===== src/hw/rtl/tvg_pkg.sv =====
package tvg_pkg;

  // Configuration register indexes
  localparam logic [2:0] CFG_INNER_RADIUS    = 3'd0;
  localparam logic [2:0] CFG_OUTER_RADIUS    = 3'd1;
  localparam logic [2:0] CFG_RING_PHASE_STEP = 3'd2;
  localparam logic [2:0] CFG_SIDE_PHASE_STEP = 3'd3;

  // Taylor coefficients of sin(pi/2 * x), unsigned Q30
  localparam logic [63:0] C1 = 64'd1686629713;
  localparam logic [63:0] C3 = 64'd693598669;
  localparam logic [63:0] C5 = 64'd85569306;
  localparam logic [63:0] C7 = 64'd5026994;
  localparam logic [63:0] C9 = 64'd172273;

  // One vertex: position and normal, signed Q2.14
  typedef struct packed {
    logic signed [15:0] norm_z;
    logic signed [15:0] norm_y;
    logic signed [15:0] norm_x;
    logic signed [15:0] pos_z;
    logic signed [15:0] pos_y;
    logic signed [15:0] pos_x;
  } vertex_t;

  // Quarter-wave sine entry k of 2^addr_bits, Q14, evaluated at elaboration
  function automatic logic [14:0] sine_entry(int unsigned k, int unsigned addr_bits);
    logic [63:0] u;
    logic [63:0] u2;
    logic [63:0] p;
    u  = 64'(k) << (30 - addr_bits);
    u2 = (u * u) >> 30;
    p  = C9;
    p  = C7 - ((u2 * p) >> 30);
    p  = C5 - ((u2 * p) >> 30);
    p  = C3 - ((u2 * p) >> 30);
    p  = C1 - ((u2 * p) >> 30);
    p  = (u * p) >> 30;
    p  = (p + 64'd32768) >> 16;
    if (p > 64'd16384) begin
      p = 64'd16384;
    end
    return p[14:0];
  endfunction

endpackage


===== src/hw/rtl/tvg_vertex.sv =====
module tvg_vertex (
  input  logic               clk_i,
  input  logic               en_i,
  input  logic signed [15:0] ct_i,
  input  logic signed [15:0] nst_i,
  input  logic signed [17:0] dist_i,
  input  logic signed [15:0] cp_i,
  input  logic signed [15:0] nsp_i,
  input  logic        [14:0] inner_radius_i,
  output tvg_pkg::vertex_t   vertex_o
);
  import tvg_pkg::*;

  logic signed [33:0] px_q, py_q, pz_q, nx_q, nz_q;
  logic signed [15:0] ny_q;

  // Round to nearest (ties up) from Q28 to Q14, then clamp to 16 bits
  function automatic logic signed [15:0] round_sat(logic signed [33:0] p);
    logic signed [33:0] t;
    logic signed [33:0] s;
    t = p + 34'sd8192;
    s = t >>> 14;
    if (s > 34'sd32767) begin
      return 16'sh7fff;
    end else if (s < -34'sd32768) begin
      return 16'sh8000;
    end
    return s[15:0];
  endfunction

  // Product stage
  always_ff @(posedge clk_i) begin
    if (en_i) begin
      px_q <= ct_i * dist_i;
      py_q <= nsp_i * $signed({1'b0, inner_radius_i});
      pz_q <= nst_i * dist_i;
      nx_q <= ct_i * cp_i;
      nz_q <= nst_i * cp_i;
      ny_q <= nsp_i;
    end
  end

  always_comb begin
    vertex_o.pos_x  = round_sat(px_q);
    vertex_o.pos_y  = round_sat(py_q);
    vertex_o.pos_z  = round_sat(pz_q);
    vertex_o.norm_x = round_sat(nx_q);
    vertex_o.norm_y = ny_q;
    vertex_o.norm_z = round_sat(nz_q);
  end

endmodule


===== config.mk =====
export PLATFORM = sky130hd
export DESIGN_NAME = tvg_vertex
export DESIGN_NICKNAME = d
export VERILOG_FILES = /design/src/hw/rtl/tvg_pkg.sv /design/src/hw/rtl/tvg_vertex.sv
export SDC_FILE = /design/constraint.sdc
export NUM_CORES = 2
export LEC_CHECK = 0
export BUFFER_PORTS_ARGS = -buffer_cell sky130_fd_sc_hd__buf_2
export CELL_PAD_IN_SITES_DETAIL_PLACEMENT = 0
export CELL_PAD_IN_SITES_GLOBAL_PLACEMENT = 1
export CORE_MARGIN = 5
export CORE_UTILIZATION = 45
export CTS_CLUSTER_SIZE = 12
export DETAILED_ROUTE_END_ITERATION = 7
export MAX_ROUTING_LAYER = met4
export PLACE_DENSITY = 0.72
export SYNTH_ARGS = -nofsm -noshare
export SYNTH_HDL_FRONTEND = slang
export SYNTH_SLANG_ARGS = --single-unit

===== constraint.sdc =====
create_clock -name clk_i -period 11.2 [get_ports clk_i]
set_clock_uncertainty 0.1 [all_clocks]
set_input_delay 0.56 -clock clk_i [delete_from_list [all_inputs] [get_ports clk_i]]
set_output_delay 0.56 -clock clk_i [all_outputs]
set_load 0.1 [all_outputs]

==> impl_results.md <==
* Ranking of synthesized cells by area: fa_1 (50%), inv_1 (10%), ha_1 (9.5%), and2_1 (7.3%), edfxtp_1 (6.4%)
* Worst Hold Class: in -> reg
* Hold_buf cts at 0
* Final design instance area without fill at approximately 0.057 mm2
* Asr flop ratio synth at 0%
* Unique masters post-synth at 66
* Final ANT Viol Nets at 0
* Final period util at 61.7%
* Top Family by Delay on Critical Path: adder cells
* Row cnt at 127
* CTS resizes at 0
* Hold Startpoint: nsp_i[0]
* Routed WL at 132 mm
* Xor-xnor portion of the synthesized cell area at 3.36%
* Vias after detailed routing at 37,000
* Clock sink total at around 120
* Hold EP: ny_q[0]
* Port bufs at 194
* Final Max Tran Viols at 0
* Largest net degree at the start of global routing at 67
* CTS Buffer Depth at 2
* Critical Path Fanout Max at 32
* Area added between synthesis and finish at 5.23%
* CP max stage delay at 0.62 ns
* Mapped cell area at 0.0540 mm2
* Critical Path Sink Type: register
* Slew @ Worst Pin at 1.15 ns
* Fill count at 11,700
* Synth top area share at 49.9%
* Sum of buffers and inverters on the critical path at 4
* Detailed-route DRC error count at 0
* GPL Wtd Cong at roughly 0.83
* Syn avg cell area at between 9 and 10 um2
* CTS tree: yes
* Outcome: completed
* Post-synthesis mux area share at less than 1%
* Die height at 356 um
* Max_slew headroom at about 22%
* Horiz. Die Dim at 356 um
* Max-cap violations at 0
* Final setup viols at 0
* Post-DR wirelength/cell at roughly 18 um
* CTS root buf: clkbuf_16
* CP Cell Sequence: buf_2, nand2_1, fa_1, fa_1, fa_1, fa_1, inv_1, fa_1, inv_1, fa_1, inv_1, ha_1, nand4_1, a21oi_1, nand4_1, a21oi_1, o2111ai_1, a21oi_2, o21ai_1, o21a_1, o311ai_1
* TritonRoute pass-1 iters at 5
* Hold path cells at 1
* Crit start category: input port
* DP Area at 0.0562 mm2
* Ys flop type: edfxtp_1
* Via density at roughly 5.0
* Initial DRC count at 1,840
* EDFF count, synth at about 120
* Required @ worst endpoint at 11.45 ns
* Largest family of logic cells by synthesized area: adder cells
* Worst EP arrival at around 7.2 ns
* Synth warn at 0
* Worst Path Class, Setup: in -> reg
* Net Count, Synth at between 7,000 and 8,000
* Setup TNS at 0 ns
* Final Net Count at 7,598
* Setup Buffers After CTS at 0
* Adder-cell area share of the yosys netlist at 59.3%
* Slowest CP cell: buf_2
* Initial antenna violation count at 15
* Min Tclk post-route at 6.91 ns
* Compound-gate portion of the synthesized area at 3.88%
* GR Util All Layers at 22.7%
* Mapped Cells at 5,760
* Synth Area in Simple Gates at 15.1%
* Initial Util at 45.2%
* DP Wirelength at 103 mm
* Synth area leader: fa_1
* CTS H-tree depth at 4
* Grt ovf at 0
* Final Hold Fails at 0
* Share of layout cells above drive strength 1 at 4.39%
* # IOs at about 200
* Sequential area share after synthesis at about 6.4%
* Min Hold Slack at around 0.32 ns
* Fmax at 0.145 GHz
* Die Area at 0.127 mm2
* Seq cells post-synth at ~120
* Most common cell in the netlist: inv_1
* Global-route wire length before repair at 221 mm
* RSZ-0062 raised after global routing: false
* Vias in the first global route at 40,400
* Area of the core at 0.119 mm2
* Synth cell count leaders: inv_1 (1,462), fa_1 (1,345), nand2_1 (690)
* Total CTS buffers at 17
* Clk slew on worst S/H paths at 0.07 ns
* Most used cell, CP: fa_1
## worst max path at each step
stage / startpoint / end / slack, ns / cells past startpoint
global route: ct_i[1] / px_q[32] / 3.76 / 21
CTS: dist_i[10] / px_q[32] / 4.32 / 21
global placement: ct_i[1] / px_q[32] / 3.78 / 21
finish: dist_i[10] / px_q[32] / 4.29 / 21
floorplan: nst_i[1] / pz_q[33] / 4.71 / 22
detailed placement: ct_i[1] / px_q[32] / 3.74 / 21
## registers in the layout (all words and copies together), names as in the netlist
name  count
nx_q     19
px_q     21
pz_q     21
py_q     19
nz_q     19
ny_q     16
## through the flow
| step | setup WS (ns) | std cells | util, % |
|---|---|---|---|
| floorplan | 4.71 | 5760 | - |
| global placement | 3.78 | 7339 | 47.0 |
| detailed placement | 3.74 | 7339 | 47.0 |
| CTS | 4.32 | 7370 | 47.5 |
| global route | 3.76 | 7379 | 47.5 |
| finish | 4.29 | 7384 | 47.6 |
## cell usage in the layout, fill, tap and decap left out, types with 17 or more instances in the layout
cell,count
fa_1,1345
o21ai_1,17
a21oi_1,70
xor2_1,76
xnor2_1,131
nand2_1,690
clkbuf_16,17
ha_1,408
edfxtp_1,115
and2_1,626
nor3_1,25
o21ai_0,107
o21a_1,28
inv_1,1462
nor2_1,133
nand4_1,33
nand2b_1,27
and3_1,21
buf_2,193
nand3_1,44
a21o_1,35
## final cells by class
| type | instances | area [um2] | share of cell area (%) |
|---|---|---|---|
| antenna | 14 | 35.0 | 0.0616 |
| timing repair buffer | 207 | 1070 | 1.89 |
| sequential | 115 | 3450 | 6.08 |
| tap | 1612 | 2020 | 3.55 |
| clock buffer | 17 | 425 | 0.749 |
| inverter | 1462 | 5490 | 9.66 |
| clock inverter | 14 | 178 | 0.313 |
| multi-input combinational | 3943 | 44200 | 77.7 |
## kinds of logic after synthesis
| kind of cell | Yosys count |
|---|---|
| flops | 115 |
| compound gates | 336 |
| simple gates | 1643 |
| xor+xnor | 207 |
| mux | 4 |
| fa+ha+maj | 1753 |
| buf+inv | 1702 |
## per-layer routing
layer	vias up	global-route usage, %	wire length (um)
met5	-	-	0
met4	0	4.43	2000
met3	96	2.65	5520
met2	698	36.1	63300
met1	19400	32.0	60700
li1	16800	-	-
Power is not shown: default switching activity piles up to over one toggle a cycle in this logic, so the estimate is an artifact.
