===== src/hw/rtl/tvg_pkg.sv =====
package tvg_pkg;

  // Configuration register indexes
  localparam logic [2:0] CFG_INNER_RADIUS    = 3'd0;
  localparam logic [2:0] CFG_OUTER_RADIUS    = 3'd1;
  localparam logic [2:0] CFG_RING_PHASE_STEP = 3'd2;
  localparam logic [2:0] CFG_SIDE_PHASE_STEP = 3'd3;

  // Taylor coefficients of sin(pi/2 * x), unsigned Q30
  localparam logic [63:0] C1 = 64'd1686629713;
  localparam logic [63:0] C3 = 64'd693598669;
  localparam logic [63:0] C5 = 64'd85569306;
  localparam logic [63:0] C7 = 64'd5026994;
  localparam logic [63:0] C9 = 64'd172273;

  // One vertex: position and normal, signed Q2.14
  typedef struct packed {
    logic signed [15:0] norm_z;
    logic signed [15:0] norm_y;
    logic signed [15:0] norm_x;
    logic signed [15:0] pos_z;
    logic signed [15:0] pos_y;
    logic signed [15:0] pos_x;
  } vertex_t;

  // Quarter-wave sine entry k of 2^addr_bits, Q14, evaluated at elaboration
  function automatic logic [14:0] sine_entry(int unsigned k, int unsigned addr_bits);
    logic [63:0] u;
    logic [63:0] u2;
    logic [63:0] p;
    u  = 64'(k) << (30 - addr_bits);
    u2 = (u * u) >> 30;
    p  = C9;
    p  = C7 - ((u2 * p) >> 30);
    p  = C5 - ((u2 * p) >> 30);
    p  = C3 - ((u2 * p) >> 30);
    p  = C1 - ((u2 * p) >> 30);
    p  = (u * p) >> 30;
    p  = (p + 64'd32768) >> 16;
    if (p > 64'd16384) begin
      p = 64'd16384;
    end
    return p[14:0];
  endfunction

endpackage


===== src/hw/rtl/tvg_serializer.sv =====
module tvg_serializer (
  input  logic             clk_i,
  input  logic             rst_ni,
  input  logic             valid_i,
  output logic             ready_o,
  input  tvg_pkg::vertex_t vert0_i,
  input  tvg_pkg::vertex_t vert1_i,
  output logic             valid_o,
  input  logic             ready_i,
  output tvg_pkg::vertex_t vert_o,
  output logic             last_o
);
  import tvg_pkg::*;

  vertex_t vert0_q, vert1_q;
  logic    full_q, sel_q;
  logic    load_w;

  // Slot frees when the second vertex goes out
  assign ready_o = ~full_q | (sel_q & ready_i);
  assign load_w  = valid_i & ready_o;

  always_ff @(posedge clk_i or negedge rst_ni) begin
    if (!rst_ni) begin
      full_q <= 1'b0;
      sel_q  <= 1'b0;
    end else if (load_w) begin
      full_q <= 1'b1;
      sel_q  <= 1'b0;
    end else if (full_q && ready_i) begin
      if (sel_q) begin
        full_q <= 1'b0;
        sel_q  <= 1'b0;
      end else begin
        sel_q <= 1'b1;
      end
    end
  end

  // Pair payload
  always_ff @(posedge clk_i) begin
    if (load_w) begin
      vert0_q <= vert0_i;
      vert1_q <= vert1_i;
    end
  end

  assign valid_o = full_q;
  assign vert_o  = sel_q ? vert1_q : vert0_q;
  assign last_o  = sel_q;

endmodule


===== config.mk =====
export PLATFORM = sky130hd
export DESIGN_NAME = tvg_serializer
export DESIGN_NICKNAME = d
export VERILOG_FILES = /design/src/hw/rtl/tvg_pkg.sv /design/src/hw/rtl/tvg_serializer.sv
export SDC_FILE = /design/constraint.sdc
export NUM_CORES = 1
export LEC_CHECK = 0
export BUFFER_PORTS_ARGS = -buffer_cell sky130_fd_sc_hd__buf_2
export CAP_MARGIN = 20
export CORE_MARGIN = 5
export CORE_UTILIZATION = 30
export CTS_BUF_LIST = sky130_fd_sc_hd__clkbuf_4 sky130_fd_sc_hd__clkbuf_8
export CTS_CLUSTER_SIZE = 16
export DETAILED_ROUTE_END_ITERATION = 8
export GPL_ROUTABILITY_DRIVEN = 0
export PLACE_DENSITY = 0.65
export SLEW_MARGIN = 30
export SYNTH_ARGS = -nofsm -noshare
export SYNTH_HDL_FRONTEND = slang
export SYNTH_SLANG_ARGS = --single-unit
export TNS_END_PERCENT = 5

===== constraint.sdc =====
create_clock -name clk_i -period 15.5 [get_ports clk_i]
set_input_delay 1.55 -clock clk_i [delete_from_list [all_inputs] [get_ports clk_i]]
set_output_delay 1.55 -clock clk_i [all_outputs]
set_load 0.05 [all_outputs]

==> flow_summary_export.csv, run 1 <==
group,metric,value,unit
finish,nNetsFinal,810,
placement,io_buffers,294,
finish,drive_above_1_share,68.37,%
timing,tightest_slew,0.9244,ns
timing,hold_viol_final,0,
drt,first_pass_iters,4,
clock_tree,ctsResizeCount,0,
setup_path,critical_path_arrival,2.80,ns
global_routing,grt_pass1_wl,22740,um
drt,dr.first_iter.drc_count,118,
drt,routedWlPerCell,16.57,um
logic_synthesis,synth_common_cells,"edfxtp_1 (192), mux2_2 (77), mux2_4 (20), buf_2 (7), buf_6 (4)",
logic_synthesis,synth_xor_area_share,0,%
logic_synthesis,synth_fa_ha_area_share,0,%
power_and_ir_drop,p_int,0.0009023,W
logic_synthesis,muxShareOfSynthArea,16.58,%
setup_path,r2r_start,"last_o",
logic_synthesis,synthesis.area,7101,sq um
clock_tree,cts_sinks,194,
power_and_ir_drop,power_frac_clock,26.8,%
floorplan,ios,295,
setup_path,critical_path_required,13.95,ns
logic_synthesis,synthCells,308,
drt,drt_wl_total,15730,um
floorplan,die-area,26850,sq um
finish,utilization,40.03,%
timing,relSlewSlack,38.37,%
logic_synthesis,ys_ff_latch,194,
logic_synthesis,ys_seq_area_share,81.90,%
timing,layout_min_cycle_time,4.345,ns
floorplan,dieWidth,163.8,um
logic_synthesis,synth_simple_gate_area_share,0.2291,%
logic_synthesis,yosys_warnings,0,
clock_tree,cts_root_buf,"clkbuf_8",
setup_path,timing.critical_path.to,"vert_o[2]",
power_and_ir_drop,switchingPower,0.0004153,W
setup_path,end_kind,"output port",
power_and_ir_drop,ir_drop,0.00006325,V
power_and_ir_drop,power_leakage,3.683,nW
clock_tree,cts.path.max_buffers,2,
logic_synthesis,yosysMostFrequentCell,"edfxtp_1",
clock_tree,htreeDepth,4,
logic_synthesis,synth_ff_type,"edfxtp_1",
power_and_ir_drop,comb_power_share,24.5,%
setup_path,crit_family,"buffers and inverters",
power_and_ir_drop,power_density,140.7,nW/um^2
drt,vias,3876,
setup_path,rr_worst_depth,4,
logic_synthesis,async_flop_share,1.031,%
setup_path,worstReg2RegEnd,"vert1_q[61]",
setup_path,worst-path-buf-inv,2,
floorplan,die_h,163.8,um
power_and_ir_drop,swShare,31.52,%
logic_synthesis,synth_top_area_share,81.20,%
global_routing,antenna_found_initial,7,
placement,place_hpwl,11590,um
logic_synthesis,syn_avg_cell_area,23.05,sq um
flow_run,cap_violations,0,
timing,max_freq,230.1,MHz
logic_synthesis,synthesis.nets,504,
floorplan,num_rows,56,
setup_path,path_max_fanout,55,
clock_tree,cts_setup_buffers,0,
drt,antenna_left,0,
timing,clock-skew-final,0.007389,ns
drt,via_per_inst,4.084,
logic_synthesis,synth_top_family_by_area,"multiplexers",
setup_path,cpMaxStageDelayCell,"dfrtp_4",
timing,maxSlewViolCount,0,
drt,drc,0,
logic_synthesis,synth_top_area_cell,"edfxtp_1",
logic_synthesis,synthDistinctLibCells,12,
timing,setup_viol,0,
clock_tree,tritoncts,"built",
worst_hold_path,hold_class,"register to register",
setup_path,cp_num_cells,3,
global_routing,overflow,0,
global_routing,grt_max_degree,76,
setup_path,setup.worst_path.class,"register to output port",
global_routing,grt_pass1_vias,4211,
setup_path,worstSetupStartpoint,"last_o",
outcome,status,"completed",
timing,finalCritPeriodShare,28.03,%
logic_synthesis,synth-compound-area-share,0.1057,%
setup_path,cp_slowest_stage_delay,0.86,ns
logic_synthesis,synth-edff-count,192,
floorplan,start_util,30.34,%
timing,finalSetupTns,0,ns
timing,grt_setup_unrepaired,"false",
finish,area_growth,31.93,%
setup_path,worstPathCellList,"buf_4, mux2_2, buf_2",
logic_synthesis,ys_top_cells_by_area,"edfxtp_1 (81%), mux2_2 (12%), mux2_4 (4.2%), dfrtp_1 (0.70%), buf_6 (0.63%)",
timing,whs,0.5857,ns
floorplan,core,23400,sq um
setup_path,cp-start-kind,"register",
clock_tree,clkLatencyLatePin,0.44,ns
clock_tree,cts_hold_buf,0,
clock_tree,numCtsBuffers,17,
global_routing,grt_use_total,11.34,%
setup_path,r2r_slack,12.11,ns
power_and_ir_drop,seq_power_share,48.7,%
clock_tree,path_clk_slew,0.09,ns
==> placed cells by master (no fill, tap or decap) <==
cell type,n
mux2_4,20
dfrtp_1,1
inv_1,1
a21boi_0,1
bufinv_16,4
dfrtp_4,1
clkinvlp_4,1
edfxtp_1,192
nand2_1,1
diode_2,4
mux2_2,77
buf_4,4
nor2b_4,1
clkbuf_8,17
clkinv_1,1
clkinv_2,2
clkbuf_4,2
inv_6,4
or2_2,1
mux2i_1,1
buf_2,294
==> cells by family after synthesis <==
logic type,after synthesis
and+or+nand+nor,3
muxes,98
DFF,194
AOI/OAI and AO/OA,1
buffers and inverters,12
==> layout make-up <==
type,instances,area [sq um]
fill,2198,14030
multi-input combinational,102,1209
timing repair buffer,298,1501
clock inverter,12,176.4
tap,319,399.1
sequential,194,5819
clock buffer,19,249.0
inverter,1,3.754
antenna,4,10.01
==> worst min-delay path by stage <==
stage               startpoint      to  slack (ns)  cells after the start
finish                 valid_o  last_o        0.59                      2
global route           valid_o  last_o        0.63                      2
CTS                    valid_o  last_o        0.58                      2
detailed placement     valid_o  last_o        0.57                      2
global placement       valid_o  last_o        0.57                      2
floorplan              valid_o  last_o        0.79                      2
==> registers in the layout, summed over array words and instances, names as in the netlist <==
signal   cells
last_o       1
valid_o      1
vert0_q     96
vert1_q     96
==> metal layers <==
| layer | global-route usage [%] | up-vias | part of all wire (%) |
|---|---|---|---|
| met5 | 0 | - | 0.26 |
| met4 | 4.804 | 6 | 1.9 |
| met3 | 4.944 | 22 | 9.6 |
| met2 | 20.20 | 158 | 54 |
| met1 | 11.59 | 1852 | 35 |
| li1 | - | 1838 | - |
==> power by group through the flow <==
stage	combinational [W]	clock [W]	sequential, W
2_1_floorplan	0.000254	0	0.000659
3_3_place_gp	0.000325	0	0.000653
3_5_place_dp	0.000327	0	0.000655
4_1_cts	0.000328	0.000368	0.000643
5_1_grt	0.000339	0.000392	0.000646
6_report	0.000323	0.000353	0.000642
==> worst min-delay path, stage by stage, from the launching register on <==
cell and delay [ns]:
dfrtp_1 0.42, nand2_1 0.08, mux2i_1 0.06
==> metrics by stage <==
stage	cell area (sq um)	cells	total power, W	setup slack [ns]
3_5_place_dp	8932	914	0.0009827	11.41
5_1_grt	9368	949	0.001378	10.96
4_1_cts	9358	945	0.001340	11.07
6_report	9368	949	0.001318	11.15
2_1_floorplan	7101	308	0.0009133	4.634
3_3_place_gp	8932	914	0.0009786	11.52
(Power assumes the default switching activity.)
==> run 2: changes to the inputs <==
- clock period: 15.5 -> 4 ns (I/O delays scaled with it)
==> flow_summary_export.csv, run 2 (same netlist as run 1, synthesis figures left out) <==
group,metric,value,unit
setup_path,r2r_start,"last_o",
finish,final_cell_mix,"buf_2 (294), edfxtp_1 (192), mux2_2 (77)",
global_routing,grt_pass1_wl,22730,um
floorplan,dieWidth,163.8,um
placement,dpl_cell_area,8961,sq um
timing,fin_ws,1.231,ns
timing,layout_min_cycle_time,2.769,ns
global_routing,grt_max_degree,123,
power_and_ir_drop,power_density,533.6,nW/um^2
timing,tightest_slew,0.8976,ns
floorplan,start_util,30.34,%
clock_tree,cts_sinks,194,
timing,max_freq,361.1,MHz
flow_run,cap_violations,0,
drt,first_pass_iters,4,
timing,grt_setup_unrepaired,"false",
setup_path,r2r_slack,1.68,ns
setup_path,critical_path_arrival,2.37,ns
setup_path,cp_num_cells,3,
clock_tree,htreeDepth,4,
floorplan,ios,295,
global_routing,grt_use_total,11.33,%
timing,setup_viol,0,
worst_hold_path,hold_class,"input pin to register",
drt,antenna_left,0,
timing,relSlewSlack,40.16,%
setup_path,cp_slowest_stage_delay,0.88,ns
global_routing,grt_pass1_vias,4188,
drt,drc,0,
floorplan,num_rows,56,
timing,whs,0.1091,ns
setup_path,crit_family,"flip-flops",
placement,place_hpwl,11460,um
setup_path,worstPathCellList,"buf_12, mux2_2, buf_2",
setup_path,cp-start-kind,"register",
placement,place_ws,1.658,ns
setup_path,critical_path_required,3.60,ns
clock_tree,cts_root_buf,"clkbuf_8",
drt,vias,3943,
clock_tree,tritoncts,"built",
drt,drt_wl_total,15580,um
finish,layout_commonest_cell,"buf_2",
timing,clock-skew-final,0.01093,ns
floorplan,die-area,26850,sq um
finish,top_regs,"vert0_q (96), vert1_q (96)",
clock_tree,cts_setup_buffers,0,
outcome,status,"completed",
placement,io_buffers,294,
drt,dr.first_iter.drc_count,184,
setup_path,worstReg2RegEnd,"vert1_q[14]",
finish,design_area,9370,sq um
clock_tree,clkLatencyLatePin,0.45,ns
power_and_ir_drop,power_leakage,3.684,nW
clock_tree,cts.path.max_buffers,2,
finish,nNetsFinal,810,
setup_path,setup.worst_path.class,"register to output port",
floorplan,die_h,163.8,um
timing,finalSetupTns,0,ns
finish,multiInputGateArea,1220,sq um
power_and_ir_drop,ir_drop,0.0002510,V
setup_path,end_kind,"output port",
timing,hold_viol_final,0,
finish,nFillCells,2228,
global_routing,antenna_found_initial,2,
drt,via_per_inst,4.164,
drt,routedWlPerCell,16.45,um
timing,finalCritPeriodShare,69.24,%
floorplan,core,23400,sq um
clock_tree,numCtsBuffers,17,
clock_tree,path_clk_slew,0.11,ns
setup_path,timing.critical_path.to,"vert_o[61]",
setup_path,worst-path-buf-inv,2,
setup_path,cpMaxStageDelayCell,"dfrtp_4",
finish,drive_above_1_share,68.53,%
setup_path,worstSetupStartpoint,"last_o",
timing,maxSlewViolCount,0,
finish,area_growth,31.96,%
setup_path,path_max_fanout,51,
setup_path,rr_worst_depth,3,
finish,register_area,5819,sq um
global_routing,overflow,0,
run 2: changes by cell type in the layout (fill, tap and decap cells not counted), sizes merged:
cell	previous run	this run
dlygate4sd3	0	1
clkbuf	19	17
clkinvlp	1	0
inv	5	11
buf	298	297
clkinv	3	4
diode	4	2
bufinv	4	0
run 2: how the worst min path moves through the flow:
| stage | to | cells past startpoint | slack (ns) | startpoint |
|---|---|---|---|---|
| 2_1_floorplan | last_o | 0 | 0.10 | rst_ni |
| 3_3_place_gp | last_o | 1 | 0.19 | rst_ni |
| 3_5_place_dp | valid_o | 1 | 0.19 | rst_ni |
| 4_1_cts | vert1_q[35] | 1 | 0.05 | vert1_i[35] |
| 5_1_grt | vert1_q[35] | 1 | 0.04 | vert1_i[35] |
| 6_report | vert1_q[23] | 1 | 0.11 | vert1_i[23] |
run 2: power by group:
part / total (W) / internal [W] / switching [W]
sequential: 0.00250 / 0.00242 / 0.0000757
combinational: 0.00125 / 0.000388 / 0.000859
clock: 0.00126 / 0.000477 / 0.000781
total: 0.00500 / 0.00329 / 0.00171
run 2: routing by layer:
metal	GRT usage (%)	wire, um	vias to the layer above
li1	-	-	1832
met1	11.49	5492	1904
met2	20.39	8240	189
met3	5.119	1475	18
met4	4.270	370	0
met5	0	0	-
run 2: area by class of cell:
| class | count | share of cell area (%) |
|---|---|---|
| multi-input cells | 102 | 13.02 |
| diodes | 2 | 0.05341 |
| clock buffers | 17 | 2.497 |
| well taps | 319 | 4.260 |
| flip-flops and latches | 194 | 62.10 |
| clock inverters | 14 | 1.709 |
| inverters | 1 | 0.04006 |
| repair buffers | 298 | 16.32 |
run 2: repair_timing:
action,CTS,global route
hold endpoints to repair,2,0
resized for setup,0,0
hold buffers,1,0
run 2: metrics by stage:
stage,total power (W),utilization (%),instances
after floorplan,0.003505,-,308
after global placement,0.003792,38.29,913
after detailed placement,0.003807,38.29,913
after CTS,0.005088,40.02,945
after global routing,0.005226,40.04,947
final,0.005000,40.04,947
==> run 3: changes to the inputs <==
- PLACE_DENSITY: 0.65 -> 0.67
- clock period: 4 -> 2.28 ns (I/O delays scaled with it)
==> flow_summary_export.csv, run 3 <==
group,metric,value,unit
logic_synthesis,async_flop_share,1.031,%
logic_synthesis,synth_top_area_cell,"edfxtp_1",
logic_synthesis,yosys_warnings,0,
logic_synthesis,synth-edff-count,192,
clock_tree,ctsResizeCount,5,
logic_synthesis,synthCells,308,
clock_tree,numCtsBuffers,17,
outcome,status,"did not finish",
logic_synthesis,ys_top_cells_by_area,"edfxtp_1 (81%), mux2_2 (12%), mux2_4 (4.2%), dfrtp_1 (0.70%), buf_6 (0.63%)",
logic_synthesis,syn_avg_cell_area,23.05,sq um
placement,place_hpwl,11090,um
floorplan,dieWidth,163.8,um
logic_synthesis,ys_ff_latch,194,
placement,io_buffers,294,
logic_synthesis,synthesis.nets,504,
logic_synthesis,yosysMostFrequentCell,"edfxtp_1",
placement,dp_cells,914,
logic_synthesis,synth_ff_type,"edfxtp_1",
clock_tree,cts_sinks,194,
logic_synthesis,synth_common_cells,"edfxtp_1 (192), mux2_2 (77), mux2_4 (20), buf_2 (7), buf_6 (4)",
clock_tree,cts_setup_buffers,0,
floorplan,ios,295,
floorplan,num_rows,56,
clock_tree,cts_root_buf,"clkbuf_8",
clock_tree,cts_hold_buf,190,
outcome,stop_stage,"clock tree synthesis (4_1_cts)",
logic_synthesis,synthesis.area,7101,sq um
logic_synthesis,synth_top_area_share,81.20,%
outcome,stop_error,"[ERROR RSZ-0060] Max buffer count reached.",
clock_tree,cts.path.max_buffers,2,
floorplan,start_util,30.34,%
logic_synthesis,ys_seq_area_share,81.90,%
logic_synthesis,synthDistinctLibCells,12,
clock_tree,htreeDepth,4,
floorplan,die_h,163.8,um
==> run 3: cell counts after synthesis <==
No cell type changed its count.
==> run 3: logic make-up after synthesis <==
| kind of cell | synth area share [%] |
|---|---|
| muxes | 16.58 |
| and+or+nand+nor | 0.2291 |
| buffers and inverters | 1.180 |
| AOI/OAI and AO/OA | 0.1058 |
| DFF | 81.90 |
==> run 3: stage by stage <==
| step | cell area, sq um | hold WS (ns) | worst slack, ns | setup TNS, ns | utilization [%] |
|---|---|---|---|---|---|
| after detailed placement | 8994 | 0.01634 | 0.4842 | 0 | 38.43 |
| after global placement | 8994 | 0.01652 | 0.4944 | 0 | 38.43 |
| after floorplan | 7124 | -0.06759 | -1.852 | -355.55 | - |
==> run 4: changes to the inputs <==
- CORE_UTILIZATION: 30 -> 20
- CTS_BUF_LIST: sky130_fd_sc_hd__clkbuf_4 sky130_fd_sc_hd__clkbuf_8 -> unset
- CTS_CLUSTER_SIZE: 16 -> unset
- PLACE_DENSITY: 0.67 -> unset
- PLACE_DENSITY_LB_ADDON: unset -> 0.15
- clock period: 2.28 -> 2.95 ns (I/O delays scaled with it)
==> flow_summary_export.csv, run 4 (same netlist as run 1, synthesis figures left out) <==
group,metric,value,unit
setup_path,critical_path_arrival,1.88,ns
global_routing,grt_pass1_vias,5235,
setup_path,setup.worst_path.class,"register to output port",
global_routing,grt_pass1_wl,27410,um
timing,maxSlewViolCount,0,
floorplan,start_util,20.11,%
drt,routedWlPerCell,14.33,um
placement,place_hpwl,12640,um
clock_tree,cts.path.max_buffers,2,
power_and_ir_drop,power_leakage,4.455,nW
setup_path,critical_path_required,2.65,ns
timing,layout_min_cycle_time,2.172,ns
clock_tree,cts_hold_buf,162,
clock_tree,ctsResizeCount,0,
drt,antenna_left,0,
worst_hold_path,hold_class,"input pin to register",
finish,top_regs,"vert0_q (96), vert1_q (96)",
timing,grt_setup_unrepaired,"false",
floorplan,dieWidth,198.4,um
drt,vias,4581,
global_routing,antenna_found_initial,0,
global_routing,grt_max_degree,98,
finish,n_antenna_cell,0,
global_routing,use_met2,16.06,%
clock_tree,cts_root_buf,"clkbuf_16",
timing,finalSetupTns,0,ns
floorplan,die_h,198.4,um
timing,relSlewSlack,57.79,%
power_and_ir_drop,power_density,666.3,nW/um^2
floorplan,num_rows,69,
finish,final_cell_mix,"buf_2 (294), edfxtp_1 (192), dlygate4sd3_1 (166)",
clock_tree,clkLatencyLatePin,0.44,ns
power_and_ir_drop,ir_drop,0.0004021,V
clock_tree,path_clk_slew,0.07,ns
drt,drt_wl_total,17960,um
floorplan,die-area,39370,sq um
global_routing,grt_use_met1,9.938,%
clock_tree,cts_sinks,194,
drt,dr.first_iter.drc_count,137,
global_routing,overflow,0,
clock_tree,htreeDepth,4,
finish,nNetsFinal,976,
flow_run,cap_violations,0,
placement,io_buffers,294,
clock_tree,cts_setup_buffers,0,
timing,finalCritPeriodShare,73.63,%
global_routing,grt_use_total,9.068,%
timing,setup_viol,0,
floorplan,ios,295,
drt,first_pass_iters,4,
outcome,status,"completed",
timing,hold_viol_final,0,
finish,area_growth,60.72,%
timing,clock-skew-final,0.01055,ns
timing,tightest_slew,0.6331,ns
setup_path,path_max_fanout,48,
global_routing,use_met3,3.303,%
clock_tree,numCtsBuffers,17,
global_routing,top_usage_layer,"met2",
clock_tree,tritoncts,"built",
placement,place_ws,1.229,ns
drt,via_per_inst,3.656,
setup_path,end_kind,"output port",
finish,layout_commonest_cell,"buf_2",
finish,drive_above_1_share,54.29,%
drt,drc,0,
floorplan,core,35310,sq um
timing,fin_ws,0.7778,ns
timing,max_freq,460.4,MHz
setup_path,cp-start-kind,"register",
run 4: where the power goes:
group / leakage (nW) / switching [W] / internal (W)
Combinational: 2.38 / 0.00127 / 0.000684
Clock: 0.270 / 0.00106 / 0.00126
Sequential: 1.80 / 0.0000530 / 0.00328
Total: 4.45 / 0.00238 / 0.00522
run 4: worst paths after layout:
| kind | start | endpoint | slack (ns) | cells after the start |
|---|---|---|---|---|
| max | last_o | vert_o[92] | 0.78 | 3 |
| min | vert1_i[22] | vert1_q[22] | 0.04 | 1 |
| max reg2reg | valid_o | vert0_q[58] | 1.27 | 3 |
| min reg2reg | last_o | last_o | 0.60 | 1 |
| max in group asynchronous | rst_ni | last_o | 2.61 | 2 |
| min in group asynchronous | rst_ni | last_o | 0.23 | 2 |
run 4: stage by stage:
stage	hold WS [ns]	util (%)	std cells	total power, W	area (sq um)
2_1_floorplan	-0.0005911	-	308	0.004752	7124
3_3_place_gp	0.08128	25.97	1056	0.005192	9171
3_5_place_dp	0.08610	25.97	1056	0.005212	9171
4_1_cts	0.00007583	32.21	1249	0.007769	11370
5_1_grt	0.0008316	32.32	1253	0.007966	11410
6_report	0.04126	32.32	1253	0.007604	11410
run 4: worst max-delay path, cell delays in order (launching register included):
cell     delay, ns
dfrtp_4       0.48
buf_12        0.29
mux2_2        0.40
buf_2         0.22
run 4: cell type report:
class | instances | area, sq um
Clock buffer | 17 | 425.4
Clock inverter | 14 | 153.9
Fill cell | 3510 | 23900
Inverter | 1 | 3.754
Multi-Input combinational cell | 102 | 1220
Sequential cell | 194 | 5819
Tap cell | 461 | 576.8
Timing Repair Buffer | 464 | 3213
run 4: per-layer routing:
| layer | vias up | share of wire (%) |
|---|---|---|
| met5 | - | 0 |
| li1 | 2165 | - |
| met3 | 18 | 7.4 |
| met4 | 0 | 1.5 |
| met2 | 156 | 52 |
| met1 | 2242 | 39 |
